[src/rtl/core/assert_macros.svh]
// ----------------------------------------------------------------------------
// assert_macros.svh
// Concurrent assertion helpers, sampled on the rising clock edge and
// disabled while reset is held low.
// ----------------------------------------------------------------------------
`ifndef ASSERT_MACROS_SVH
`define ASSERT_MACROS_SVH

// same-cycle implication
`define SDTA_ASSERT_IMP(label, clk, rst_n, ante, cons) \
  label: assert property (@(posedge clk) disable iff (!rst_n) (ante) |-> (cons)) \
    else $error("same-cycle check failed");

// next-cycle implication
`define SDTA_ASSERT_NXT(label, clk, rst_n, ante, cons) \
  label: assert property (@(posedge clk) disable iff (!rst_n) (ante) |=> (cons)) \
    else $error("next-cycle check failed");

`endif

[src/rtl/core/sdta_pkg.sv]
// ----------------------------------------------------------------------------
// sdta_pkg
// Widths, character codes and the pipeline payload type for the signed
// binary to decimal text converter.
// ----------------------------------------------------------------------------
package sdta_pkg;

  localparam int VALUE_WIDTH = 16;

  // decimal digits needed for the largest magnitude, 2^(w-1)
  function automatic int digit_count_f(int w);
    longint unsigned lim;
    longint unsigned p;
    int              n;
    lim = 64'd1 << (w - 1);
    p   = 64'd10;
    n   = 1;
    for (int i = 0; i < 12; i++) begin
      if (p <= lim) begin
        n = n + 1;
        p = p * 64'd10;
      end
    end
    return n;
  endfunction

  localparam int NUM_DIGITS = digit_count_f(VALUE_WIDTH);
  localparam int NDIG_W     = $clog2(NUM_DIGITS + 1);
  localparam int IDX_W      = $clog2(NUM_DIGITS);

  // floor(2^W / 10); quotient estimate is exact or one short
  localparam logic [VALUE_WIDTH-1:0] RECIP_10 =
    VALUE_WIDTH'((64'd1 << VALUE_WIDTH) / 64'd10);
  localparam logic [VALUE_WIDTH-1:0] RADIX = VALUE_WIDTH'(10);

  localparam logic [7:0] CHAR_MINUS = 8'h2D;
  localparam logic [7:0] CHAR_ZERO  = 8'h30;

  typedef logic [3:0] digit_t;

  typedef struct packed {
    logic                          neg;
    logic [VALUE_WIDTH-1:0]        rem;
    digit_t [NUM_DIGITS-1:0]       digits;
    logic [NDIG_W-1:0]             ndig;
  } stage_t;

endpackage

[src/rtl/core/sdta_in_if.sv]
// ----------------------------------------------------------------------------
// sdta_in_if
// Input channel: one signed value per transaction.
// ----------------------------------------------------------------------------
interface sdta_in_if;
  import sdta_pkg::*;

  logic                          valid;
  logic                          ready;
  logic signed [VALUE_WIDTH-1:0] value;

  modport source (output valid, output value, input ready);
  modport sink   (input valid, input value, output ready);
endinterface

[src/rtl/core/sdta_out_if.sv]
// ----------------------------------------------------------------------------
// sdta_out_if
// Result channel: one ASCII character per transaction, last flags the end
// of a number.
// ----------------------------------------------------------------------------
interface sdta_out_if;
  logic       valid;
  logic       ready;
  logic [7:0] character;
  logic       last;

  modport source (output valid, output character, output last, input ready);
  modport sink   (input valid, input character, input last, output ready);
endinterface

[src/rtl/core/signed_decimal_to_ascii.sv]
// ----------------------------------------------------------------------------
// signed_decimal_to_ascii
// Converts 16-bit two's complement values to decimal ASCII text, one
// character per result transaction, with the final character flagged.
//
//   channel  | direction | payload
//   ---------+-----------+-------------------------------
//   in_ch    | sink      | value (signed, VALUE_WIDTH bits)
//   out_ch   | source    | character (8 bits), last
//
// Stages are the sign stage, one stage per digit and the output holder. A
// value can enter every cycle unless the stages stall; sustained throughput
// is set by the output holder at one character per cycle while out_ch is
// ready, i.e. 1 to 6 characters per value at 16 bits. Reset is synchronous
// active low and clears valid, sign and index bits. A stall on out_ch backs up through the stages without loss.
// ----------------------------------------------------------------------------
`include "assert_macros.svh"

module signed_decimal_to_ascii (
  input  logic       clk,
  input  logic       rst_n,
  sdta_in_if.sink    in_ch,
  sdta_out_if.source out_ch
);
  import sdta_pkg::*;

  logic   s0_valid_r;
  stage_t s0_data_r;
  stage_t s0_data_nxt;

  logic   st_valid [NUM_DIGITS+1];
  logic   st_ready [NUM_DIGITS+1];
  stage_t st_data  [NUM_DIGITS+1];

  // sign stage: take magnitude, -2^(W-1) wraps to the right unsigned value
  always_comb begin
    s0_data_nxt        = '0;
    s0_data_nxt.neg    = in_ch.value[VALUE_WIDTH-1];
    s0_data_nxt.rem    = in_ch.value[VALUE_WIDTH-1] ?
                         VALUE_WIDTH'(0) - VALUE_WIDTH'(in_ch.value) :
                         VALUE_WIDTH'(in_ch.value);
  end

  assign in_ch.ready = !s0_valid_r || st_ready[0];

  always_ff @(posedge clk) begin
    if (!rst_n) begin
      s0_valid_r <= 1'b0;
    end else if (in_ch.ready) begin
      s0_valid_r <= in_ch.valid;
    end
  end

  always_ff @(posedge clk) begin
    if (in_ch.ready && in_ch.valid) begin
      s0_data_r <= s0_data_nxt;
    end
  end

  assign st_valid[0] = s0_valid_r;
  assign st_data[0]  = s0_data_r;

  for (genvar i = 0; i < NUM_DIGITS; i++) begin : g_digit
    sdta_digit_stage u_stage (
      .clk       (clk),
      .rst_n     (rst_n),
      .in_valid  (st_valid[i]),
      .in_ready  (st_ready[i]),
      .in_data   (st_data[i]),
      .out_valid (st_valid[i+1]),
      .out_ready (st_ready[i+1]),
      .out_data  (st_data[i+1])
    );
  end

  sdta_serializer u_ser (
    .clk      (clk),
    .rst_n    (rst_n),
    .in_valid (st_valid[NUM_DIGITS]),
    .in_ready (st_ready[NUM_DIGITS]),
    .in_data  (st_data[NUM_DIGITS]),
    .out_ch   (out_ch)
  );

  `SDTA_ASSERT_IMP(a_minus_not_last, clk, rst_n, out_ch.valid && out_ch.character == CHAR_MINUS, !out_ch.last)
  `SDTA_ASSERT_NXT(a_text_no_gap, clk, rst_n, out_ch.valid && out_ch.ready && !out_ch.last, out_ch.valid)
  `SDTA_ASSERT_NXT(a_sign_stage_hold, clk, rst_n, s0_valid_r && !st_ready[0], s0_valid_r && $stable(s0_data_r))

endmodule

[src/rtl/core/sdta_digit_stage.sv]
// ----------------------------------------------------------------------------
// sdta_digit_stage
// One pipeline stage: splits off the lowest decimal digit of the remaining
// magnitude and shifts it into the digit vector.
// ----------------------------------------------------------------------------
module sdta_digit_stage (
  input  logic            clk,
  input  logic            rst_n,
  input  logic            in_valid,
  output logic            in_ready,
  input  sdta_pkg::stage_t in_data,
  output logic            out_valid,
  input  logic            out_ready,
  output sdta_pkg::stage_t out_data
);
  import sdta_pkg::*;

  logic                     valid_r;
  stage_t                   data_r;
  stage_t                   data_nxt;
  logic [2*VALUE_WIDTH-1:0] prod;
  logic [VALUE_WIDTH-1:0]   quot;
  logic [VALUE_WIDTH-1:0]   times10;
  logic [VALUE_WIDTH-1:0]   rest;
  digit_t                   digit;

  assign prod    = {{VALUE_WIDTH{1'b0}}, in_data.rem} * {{VALUE_WIDTH{1'b0}}, RECIP_10};
  assign times10 = (prod[2*VALUE_WIDTH-1:VALUE_WIDTH] << 3)
                 + (prod[2*VALUE_WIDTH-1:VALUE_WIDTH] << 1);
  assign rest    = in_data.rem - times10;

  always_comb begin
    if (rest >= RADIX) begin
      quot  = prod[2*VALUE_WIDTH-1:VALUE_WIDTH] + VALUE_WIDTH'(1);
      digit = 4'(rest - RADIX);
    end else begin
      quot  = prod[2*VALUE_WIDTH-1:VALUE_WIDTH];
      digit = 4'(rest);
    end
  end

  always_comb begin
    data_nxt        = in_data;
    data_nxt.rem    = quot;
    data_nxt.digits = {digit, in_data.digits[NUM_DIGITS-1:1]};
    // a nonzero remainder means this digit is significant
    if (in_data.rem != '0) begin
      data_nxt.ndig = in_data.ndig + NDIG_W'(1);
    end
  end

  assign in_ready  = !valid_r || out_ready;
  assign out_valid = valid_r;
  assign out_data  = data_r;

  always_ff @(posedge clk) begin
    if (!rst_n) begin
      valid_r <= 1'b0;
    end else if (in_ready) begin
      valid_r <= in_valid;
    end
  end

  always_ff @(posedge clk) begin
    if (in_ready && in_valid) begin
      data_r <= data_nxt;
    end
  end

endmodule

[src/rtl/core/sdta_serializer.sv]
// ----------------------------------------------------------------------------
// sdta_serializer
// Holds one converted number and sends its text one character per
// transaction: optional minus, then significant digits, most significant
// first.
// ----------------------------------------------------------------------------
module sdta_serializer (
  input  logic             clk,
  input  logic             rst_n,
  input  logic             in_valid,
  output logic             in_ready,
  input  sdta_pkg::stage_t in_data,
  sdta_out_if.source       out_ch
);
  import sdta_pkg::*;

  logic                    busy_r;
  logic                    sign_r;
  logic [IDX_W-1:0]        idx_r;
  digit_t [NUM_DIGITS-1:0] digits_r;
  logic [IDX_W-1:0]        load_idx;

  // zero has no significant digit but still prints one
  assign load_idx = (in_data.ndig == '0) ? '0 : IDX_W'(in_data.ndig - NDIG_W'(1));

  assign out_ch.valid     = busy_r;
  assign out_ch.last      = !sign_r && (idx_r == '0);
  assign out_ch.character = sign_r ? CHAR_MINUS : CHAR_ZERO + {4'b0000, digits_r[idx_r]};

  assign in_ready = !busy_r || (out_ch.ready && out_ch.last);

  always_ff @(posedge clk) begin
    if (!rst_n) begin
      busy_r <= 1'b0;
      sign_r <= 1'b0;
      idx_r  <= '0;
    end else if (in_ready) begin
      busy_r <= in_valid;
      if (in_valid) begin
        sign_r <= in_data.neg;
        idx_r  <= load_idx;
      end
    end else if (out_ch.ready) begin
      // non-final character taken
      if (sign_r) begin
        sign_r <= 1'b0;
      end else begin
        idx_r <= idx_r - IDX_W'(1);
      end
    end
  end

  always_ff @(posedge clk) begin
    if (in_ready && in_valid) begin
      digits_r <= in_data.digits;
    end
  end

endmodule
[src/flat_wrapper.sv]
// flat-port wrapper written by rule: the top's interface ports become plain ports
module signed_decimal_to_ascii_flat import sdta_pkg::*;
  (clk, rst_n, in_ch_valid, in_ch_value, in_ch_ready, out_ch_valid, out_ch_character, out_ch_last, out_ch_ready);
  sdta_in_if in_ch_i ();
  sdta_out_if out_ch_i ();
  input  logic clk;
  input  logic rst_n;
  input wire logic [$bits(in_ch_i.valid)-1:0] in_ch_valid;
  input wire logic [$bits(in_ch_i.value)-1:0] in_ch_value;
  output wire logic [$bits(in_ch_i.ready)-1:0] in_ch_ready;
  output wire logic [$bits(out_ch_i.valid)-1:0] out_ch_valid;
  output wire logic [$bits(out_ch_i.character)-1:0] out_ch_character;
  output wire logic [$bits(out_ch_i.last)-1:0] out_ch_last;
  input wire logic [$bits(out_ch_i.ready)-1:0] out_ch_ready;
  assign in_ch_i.valid = in_ch_valid;
  assign in_ch_i.value = in_ch_value;
  assign in_ch_ready = in_ch_i.ready;
  assign out_ch_valid = out_ch_i.valid;
  assign out_ch_character = out_ch_i.character;
  assign out_ch_last = out_ch_i.last;
  assign out_ch_i.ready = out_ch_ready;
  signed_decimal_to_ascii u_core (.clk(clk), .rst_n(rst_n), .in_ch(in_ch_i), .out_ch(out_ch_i));
endmodule
[config.mk]
export PLATFORM = sky130hd
export DESIGN_NAME = signed_decimal_to_ascii_flat
export DESIGN_NICKNAME = d
export VERILOG_FILES = /design/src/rtl/core/sdta_pkg.sv /design/src/rtl/core/sdta_in_if.sv /design/src/rtl/core/sdta_out_if.sv /design/src/rtl/core/signed_decimal_to_ascii.sv /design/src/rtl/core/sdta_digit_stage.sv /design/src/rtl/core/sdta_serializer.sv /design/src/flat_wrapper.sv
export VERILOG_INCLUDE_DIRS = /design/src /design/src/rtl/core
export SDC_FILE = /design/constraint.sdc
export NUM_CORES = 1
export LEC_CHECK = 0
export BUFFER_PORTS_ARGS = -buffer_cell sky130_fd_sc_hd__buf_2
export CAP_MARGIN = 20
export CORE_MARGIN = 2
export CORE_UTILIZATION = 40
export DETAILED_ROUTE_END_ITERATION = 6
export SLEW_MARGIN = 10
export SYNTH_ARGS = -nofsm -noshare
export SYNTH_HDL_FRONTEND = slang
export SYNTH_SLANG_ARGS = --single-unit
[constraint.sdc]
create_clock -name clk -period 19.1 [get_ports clk]
set_input_delay 1.91 -clock clk [delete_from_list [all_inputs] [get_ports clk]]
set_output_delay 1.91 -clock clk [all_outputs]
set_load 0.02 [all_outputs]
# Word level (Yosys, flattened, before mapping)
# Cells that the tools add are included.
[word_totals]
regBits = 184
inputBits = 20
output_inout_bits = 11
word_cells = 150
[op_classes]
n_addsub = 27
mul = 5
magnitude_cmp = 6
n_eq_ne = 2
muxes = 26
n_reduce_logical = 34
[ops]
columns = ["operator", "count"]
rows = [
  ["multiplier 14 x 13 -> 27 bit, second input constant", 4],
  ["adder 16 x 14 -> 16 bit", 5],
  [">= comparator 16 x 4 -> 1 bit, second input constant", 5],
  ["nonzero test 16 bit", 5],
  ["subtractor 14 x 16 -> 16 bit", 4],
  ["adder 13 x 1 -> 14 bit, second input constant", 4],
  ["two-way mux 13 bit", 4],
  ["multiplier 16 x 13 -> 29 bit, second input constant", 1],
  ["two-way mux 3 bit", 9],
  ["two-way mux 4 bit", 6],
  ["subtractor 4 bit, second input constant", 5],
  ["subtractor 1 x 16 -> 16 bit, first input constant", 1],
  ["subtractor 16 bit", 1],
  ["two-way mux 15 bit", 1],
  ["adder 3 x 1 -> 3 bit, second input constant", 4],
  ["binary-select mux 4 bit (select 3 bit)", 1],
  ["logical AND 1 bit", 9],
  ["logical NOT 1 bit", 8],
  ["adder 6 x 4 -> 7 bit, first input constant", 1],
  ["logical OR 1 bit", 7],
  ["two-way mux 7 bit", 1],
  ["logical NOT 3 bit", 2],
  ["subtractor 3 x 1 -> 3 bit, second input constant", 2],
  ["less-than comparator 3 x 4 -> 1 bit, second input constant", 1],
  ["other kinds (5)", 9],
]

# Longest topological paths before layout
[depth]
depth_word = 11
ltp_mapped = 35
ltp_nobuf = 33

# Cells and area by module
# From an unflattened synthesis, not the netlist that was laid out.
[hier_totals]
hier_cells = 3475
hier_area_um2 = 34953.5
[by_module_without_submodules]
columns = ["mod", "n_inst", "cells_each", "area_per_inst_um2", "seq_area_each_um2"]
rows = [
  ["sdta_digit_stage at u_core.g_digit[1].u_stage ...", 2, 695, 6814.0, 1161.1],
  ["sdta_digit_stage at u_core.g_digit[0].u_stage", 1, 653, 6419.9, 1161.1],
  ["sdta_digit_stage at u_core.g_digit[4].u_stage", 1, 634, 6412.4, 1161.1],
  ["sdta_digit_stage at u_core.g_digit[3].u_stage", 1, 636, 6367.4, 1161.1],
  ["sdta_serializer", 1, 93, 1194.9, 700.7],
  ["signed_decimal_to_ascii", 1, 69, 930.9, 530.5],
]

# Least setup slack after synthesis
# Ideal clock, no wire load.
[synth_timing]
kind = "reg2reg"
startpoint = "reg u_core.g_digit[0].u_stage.data_r, in the netlist u_core.g_digit[0].u_stage.out_data[31]"
endpoint = "reg u_core.g_digit[1].u_stage.data_r, in the netlist u_core.g_digit[1].u_stage.out_data[34], data pin"
arrival_time_ns = 7.843
t_required_ns = 18.815
setup_slack_ns = 10.973
path_stages_with_launch = 32
synth_period_minus_slack_ns = 8.127
path_cell_list = "edfxtp_1 inv_1 ha_1 inv_1 fa_1 inv_1 fa_1 inv_1 fa_1 fa_1 inv_1 ha_1 buf_2 a21oi_1 o21ai_0 a2111oi_1 o31ai_1 a21oi_1 o21bai_1 xnor2_1 fa_1 ha_1 a21o_1 a21o_1 a21o_1 a2111oi_0 and4_1 o2111a_1 o211a_1 o211ai_2 and4_1 nor4b_1"
[synth_between]
elab_chain_cells = 5
[synth_lines]
columns = ["item", "line", "text"]
rows = [
  ["from (decl)", "sdta_digit_stage.sv:19", "stage_t data_r;"],
  ["from (signal assigned)", "sdta_digit_stage.sv:66", "data_r <= data_nxt;"],
  ["multiplier 14 x 13 -> 27 bit", "sdta_digit_stage.sv:27", "assign prod = {{VALUE_WIDTH{1'b0}}, in_data.rem} * {{VALUE_WIDTH{1'b0}}, RECIP_10};"],
  ["adder 16 x 14 -> 16 bit", "sdta_digit_stage.sv:29", "+ (prod[2*VALUE_WIDTH-1:VALUE_WIDTH] << 1);"],
  ["subtractor 14 x 16 -> 16 bit", "sdta_digit_stage.sv:30", "assign rest = in_data.rem - times10;"],
  [">= comparator 16 x 4 -> 1 bit", "sdta_digit_stage.sv:33", "if (rest >= RADIX) begin"],
  ["two-way mux 13 bit *", "sdta_digit_stage.sv:33", ""],
  ["to (signal assigned)", "sdta_digit_stage.sv:66", ""],
  ["to (decl)", "sdta_digit_stage.sv:19", ""],
]
# Mark *: on every way between the ends. The rest lies on a longest branch, timed or not.
# A chain may end at the register's enable or synchronous reset.

# Worst setup path in the final report
# Ends and elaborated chain as after synthesis.

==> out/metrics.cfg <==
[placement]
routabilityCongestion = 0.8527
detailedPlacementHpwl_um = 50140
place.detailed.instances = 3791
detailed_place.area_um2 = 29170
portBuffers = 27

[cells_and_area]
num_antenna_cells = 0
finish.net_count = 3757
final_core_utilization = 0.4337
final_cell_area_excluding_filler_cells_um2 = 29850
nFillCells = 6700
final_cells = 3826
drive_above_1_share = 0.04698
area_growth_pct = 6.905

[clock_tree]
clock-root-buffer = clkbuf_16
cts.path.max_buffers = 2
post-cts-setup-buffers = 0
htree_levels = 4
clock-sinks = 175
cts.reportedPaths.clkPinSlew_ns = 0.08
cts_repair_resize_count = 0
clock_insertion_delay_worst_skew_ns = 0.45
hold_buffers = 0
clock_buffers_created_by_tritoncts = 17
tritoncts = built

[timing]
layout_worst_path_cycle_share = 0.4844
timing.final.max_slew_violations = 0
post-route-min-period_ns = 9.252
setup_viol = 0
fmax_mhz = 108.1
unrepaired_setup_endpoints_after_global_routing = no
finalClockSkew_ns = 0.01106
totalNegativeSetupSlack_ns = 0
max_slew.worst_pin.slew_ns = 0.9458
slew_headroom = 0.3681
report.final.hold_viol_count = 0

[synthesis]
post-synth-top-count-cell = inv_1
yosysTopAreaCell = ha_1
largest_family_of_logic_cells_by_synthesized_area = adder cells
synth_area_um2 = 27920
number_of_synthesized_flops_with_an_enable_pin = 164
synth_xor_area_frac = 0.05704
synth.avg_cell_area_um2 = 9.780
synth_cell_types = 107
synth_fa_ha_area_frac = 0.4501
synth_top_cells_by_count = inv_1, ha_1, fa_1
synth_seq_cells = 175
synthFlopType = edfxtp_1
synth_top_area_frac = 0.2715
synth-compound-area-share = 0.1092
yosysWarningCount = 0
synth_cells = 2855
fraction_of_the_yosys_area_taken_by_sequential_cells = 0.1843
post_synth_main_area_contributors = ha_1, fa_1, edfxtp_1
post_synth_and_or_nand_nor_area_fraction = 0.09145
asyncSetResetFlopFracSynth = 0
yosys-mux-area-fraction = 0.01335

[worst_setup_path]
critPathMaxStageDelay_ns = 0.67
worstPathArrival_ns = 9.42
r2r-end = u_core.g_digit[1].u_stage.out_data[34]
cp_data_required_time_ns = 19.26
ff2ff_path_depth = 30
worst_path_max_delay_cell = xnor2_1
setup.reg_to_reg.worst_slack_ns = 9.85
worst-setup-path-type = reg2reg
path_max_fanout = 15
reg2reg_from = u_core.g_digit[0].u_stage.out_data[31]
timing.critical_path.from_type = flop
launching_element_of_the_worst_setup_path = u_core.g_digit[0].u_stage.out_data[31]
crit_path_end = u_core.g_digit[1].u_stage.out_data[34]
end_kind = flop

[global_routing]
global_route.overflow_total = 0
use_met3 = 0.01851
global_route.usage.met1 = 0.2438
antenna_found_initial = 1
top_usage_layer = met2
track_usage = 0.1706
gr-usage-met2 = 0.2835
grt_pass1_vias = 19570
maximum_number_of_pins_on_one_net_before_global_route_repair = 33
grt_pass1_wl_um = 99100

[worst_hold_path]
hold_path_class = reg2reg
hold_depth = 0

[die]
starting_density_of_the_core = 0.4057
die_w_um = 268.2
floorplan.io_pins = 31
rows = 96
chipHeight_um = 268.2
floorplan.die_area_um2 = 71940
design.core.area_um2 = 68830

[flow_run]
cap_violations = 0

[drt]
first_pass_iters = 5
ant_nets = 0
drt_iter0_markers = 1189
drc = 0
wire_per_inst_um = 15.25
vias_per_cell = 5.033
dr_total_vias = 19260
totalWireLength_um = 58360

[outcome]
run_status = finished clean

worst min path at each step:
stage,from,to,slack (ns)
detailed placement,u_core.g_digit[0].u_stage.out_data[19],u_core.g_digit[1].u_stage.out_data[15],0.40
global route,u_core.g_digit[0].u_stage.out_data[22],u_core.g_digit[1].u_stage.out_data[18],0.42
CTS,u_core.g_digit[0].u_stage.out_data[22],u_core.g_digit[1].u_stage.out_data[18],0.42
global placement,u_core.g_digit[1].u_stage.out_data[15],u_core.g_digit[2].u_stage.out_data[11],0.40
floorplan,u_core.s0_data_r[39],u_core.g_digit[0].u_stage.out_data[39],0.40
finish,u_core.g_digit[3].u_stage.out_data[10],u_core.g_digit[4].u_stage.out_data[6],0.41
flip-flops by register name, summed over array words and instances (netlist names):
name                              cells
u_core.u_ser.sign_r                   1
u_core.g_digit.u_stage.out_data     127
u_core.s0_data_r                     17
u_core.g_digit.u_stage.out_valid      5
u_core.s0_valid_r                     1
u_core.u_ser.out_ch.valid             1
u_core.u_ser.digits_r                20
u_core.u_ser.idx_r                    3
cells in the final DEF, fill, tap and decap left out, drive strengths merged, types with 36 or more instances in the layout:
cell type  instances
inv              671
a21oi            111
nand3             47
a21o              40
edfxtp           164
buf               36
ha               606
nand4             39
o21ai             78
nand2             95
xnor2            112
xor2              69
nor2             111
fa               249
final cells by class:
cell class	instances	area [um2]	share of cell area
multi-input cells	1990	20180	0.6761
clock inverters	15	210.2	0.007042
flip-flops and latches	175	5145	0.1724
clock buffers	17	425.4	0.01425
repair buffers	36	237.7	0.007964
well taps	931	1165	0.03902
inverters	662	2485	0.08324
per-layer routing:
metal	vias to the layer above	part of all wire	wire length, um
met2	251	0.46	27030
met1	9278	0.50	29270
met3	39	0.026	1522
met4	2	0.0090	528
met5	-	0.00022	13
li1	9685	-	-
stage by stage:
stage                     setup WS (ns)  hold WS (ns)
after global placement            10.04        0.4007
after detailed placement          9.876        0.4045
after CTS                         9.824        0.4162
final                             9.848        0.4132
after floorplan                   10.97        0.4003
after global routing              9.082        0.4166
kinds of logic after synthesis:
group,after synthesis
compound gates,442
xor+xnor,181
fa+ha+maj,855
buf+inv,691
flops,175
mux,31
other cells,2
simple gates,478
critical path: cells and delay by family, from the launching register on:
family	cells	cell delay, ns
DFF	1	0.63
adders and majority gates	8	3.71
buffers and inverters	5	0.32
AOI/OAI and AO/OA	13	2.92
xor gates and xnor gates	1	0.67
and+or+nand+nor	3	0.70
Power is not shown: default switching activity piles up to over one toggle a cycle in this logic, so the estimate is an artifact.
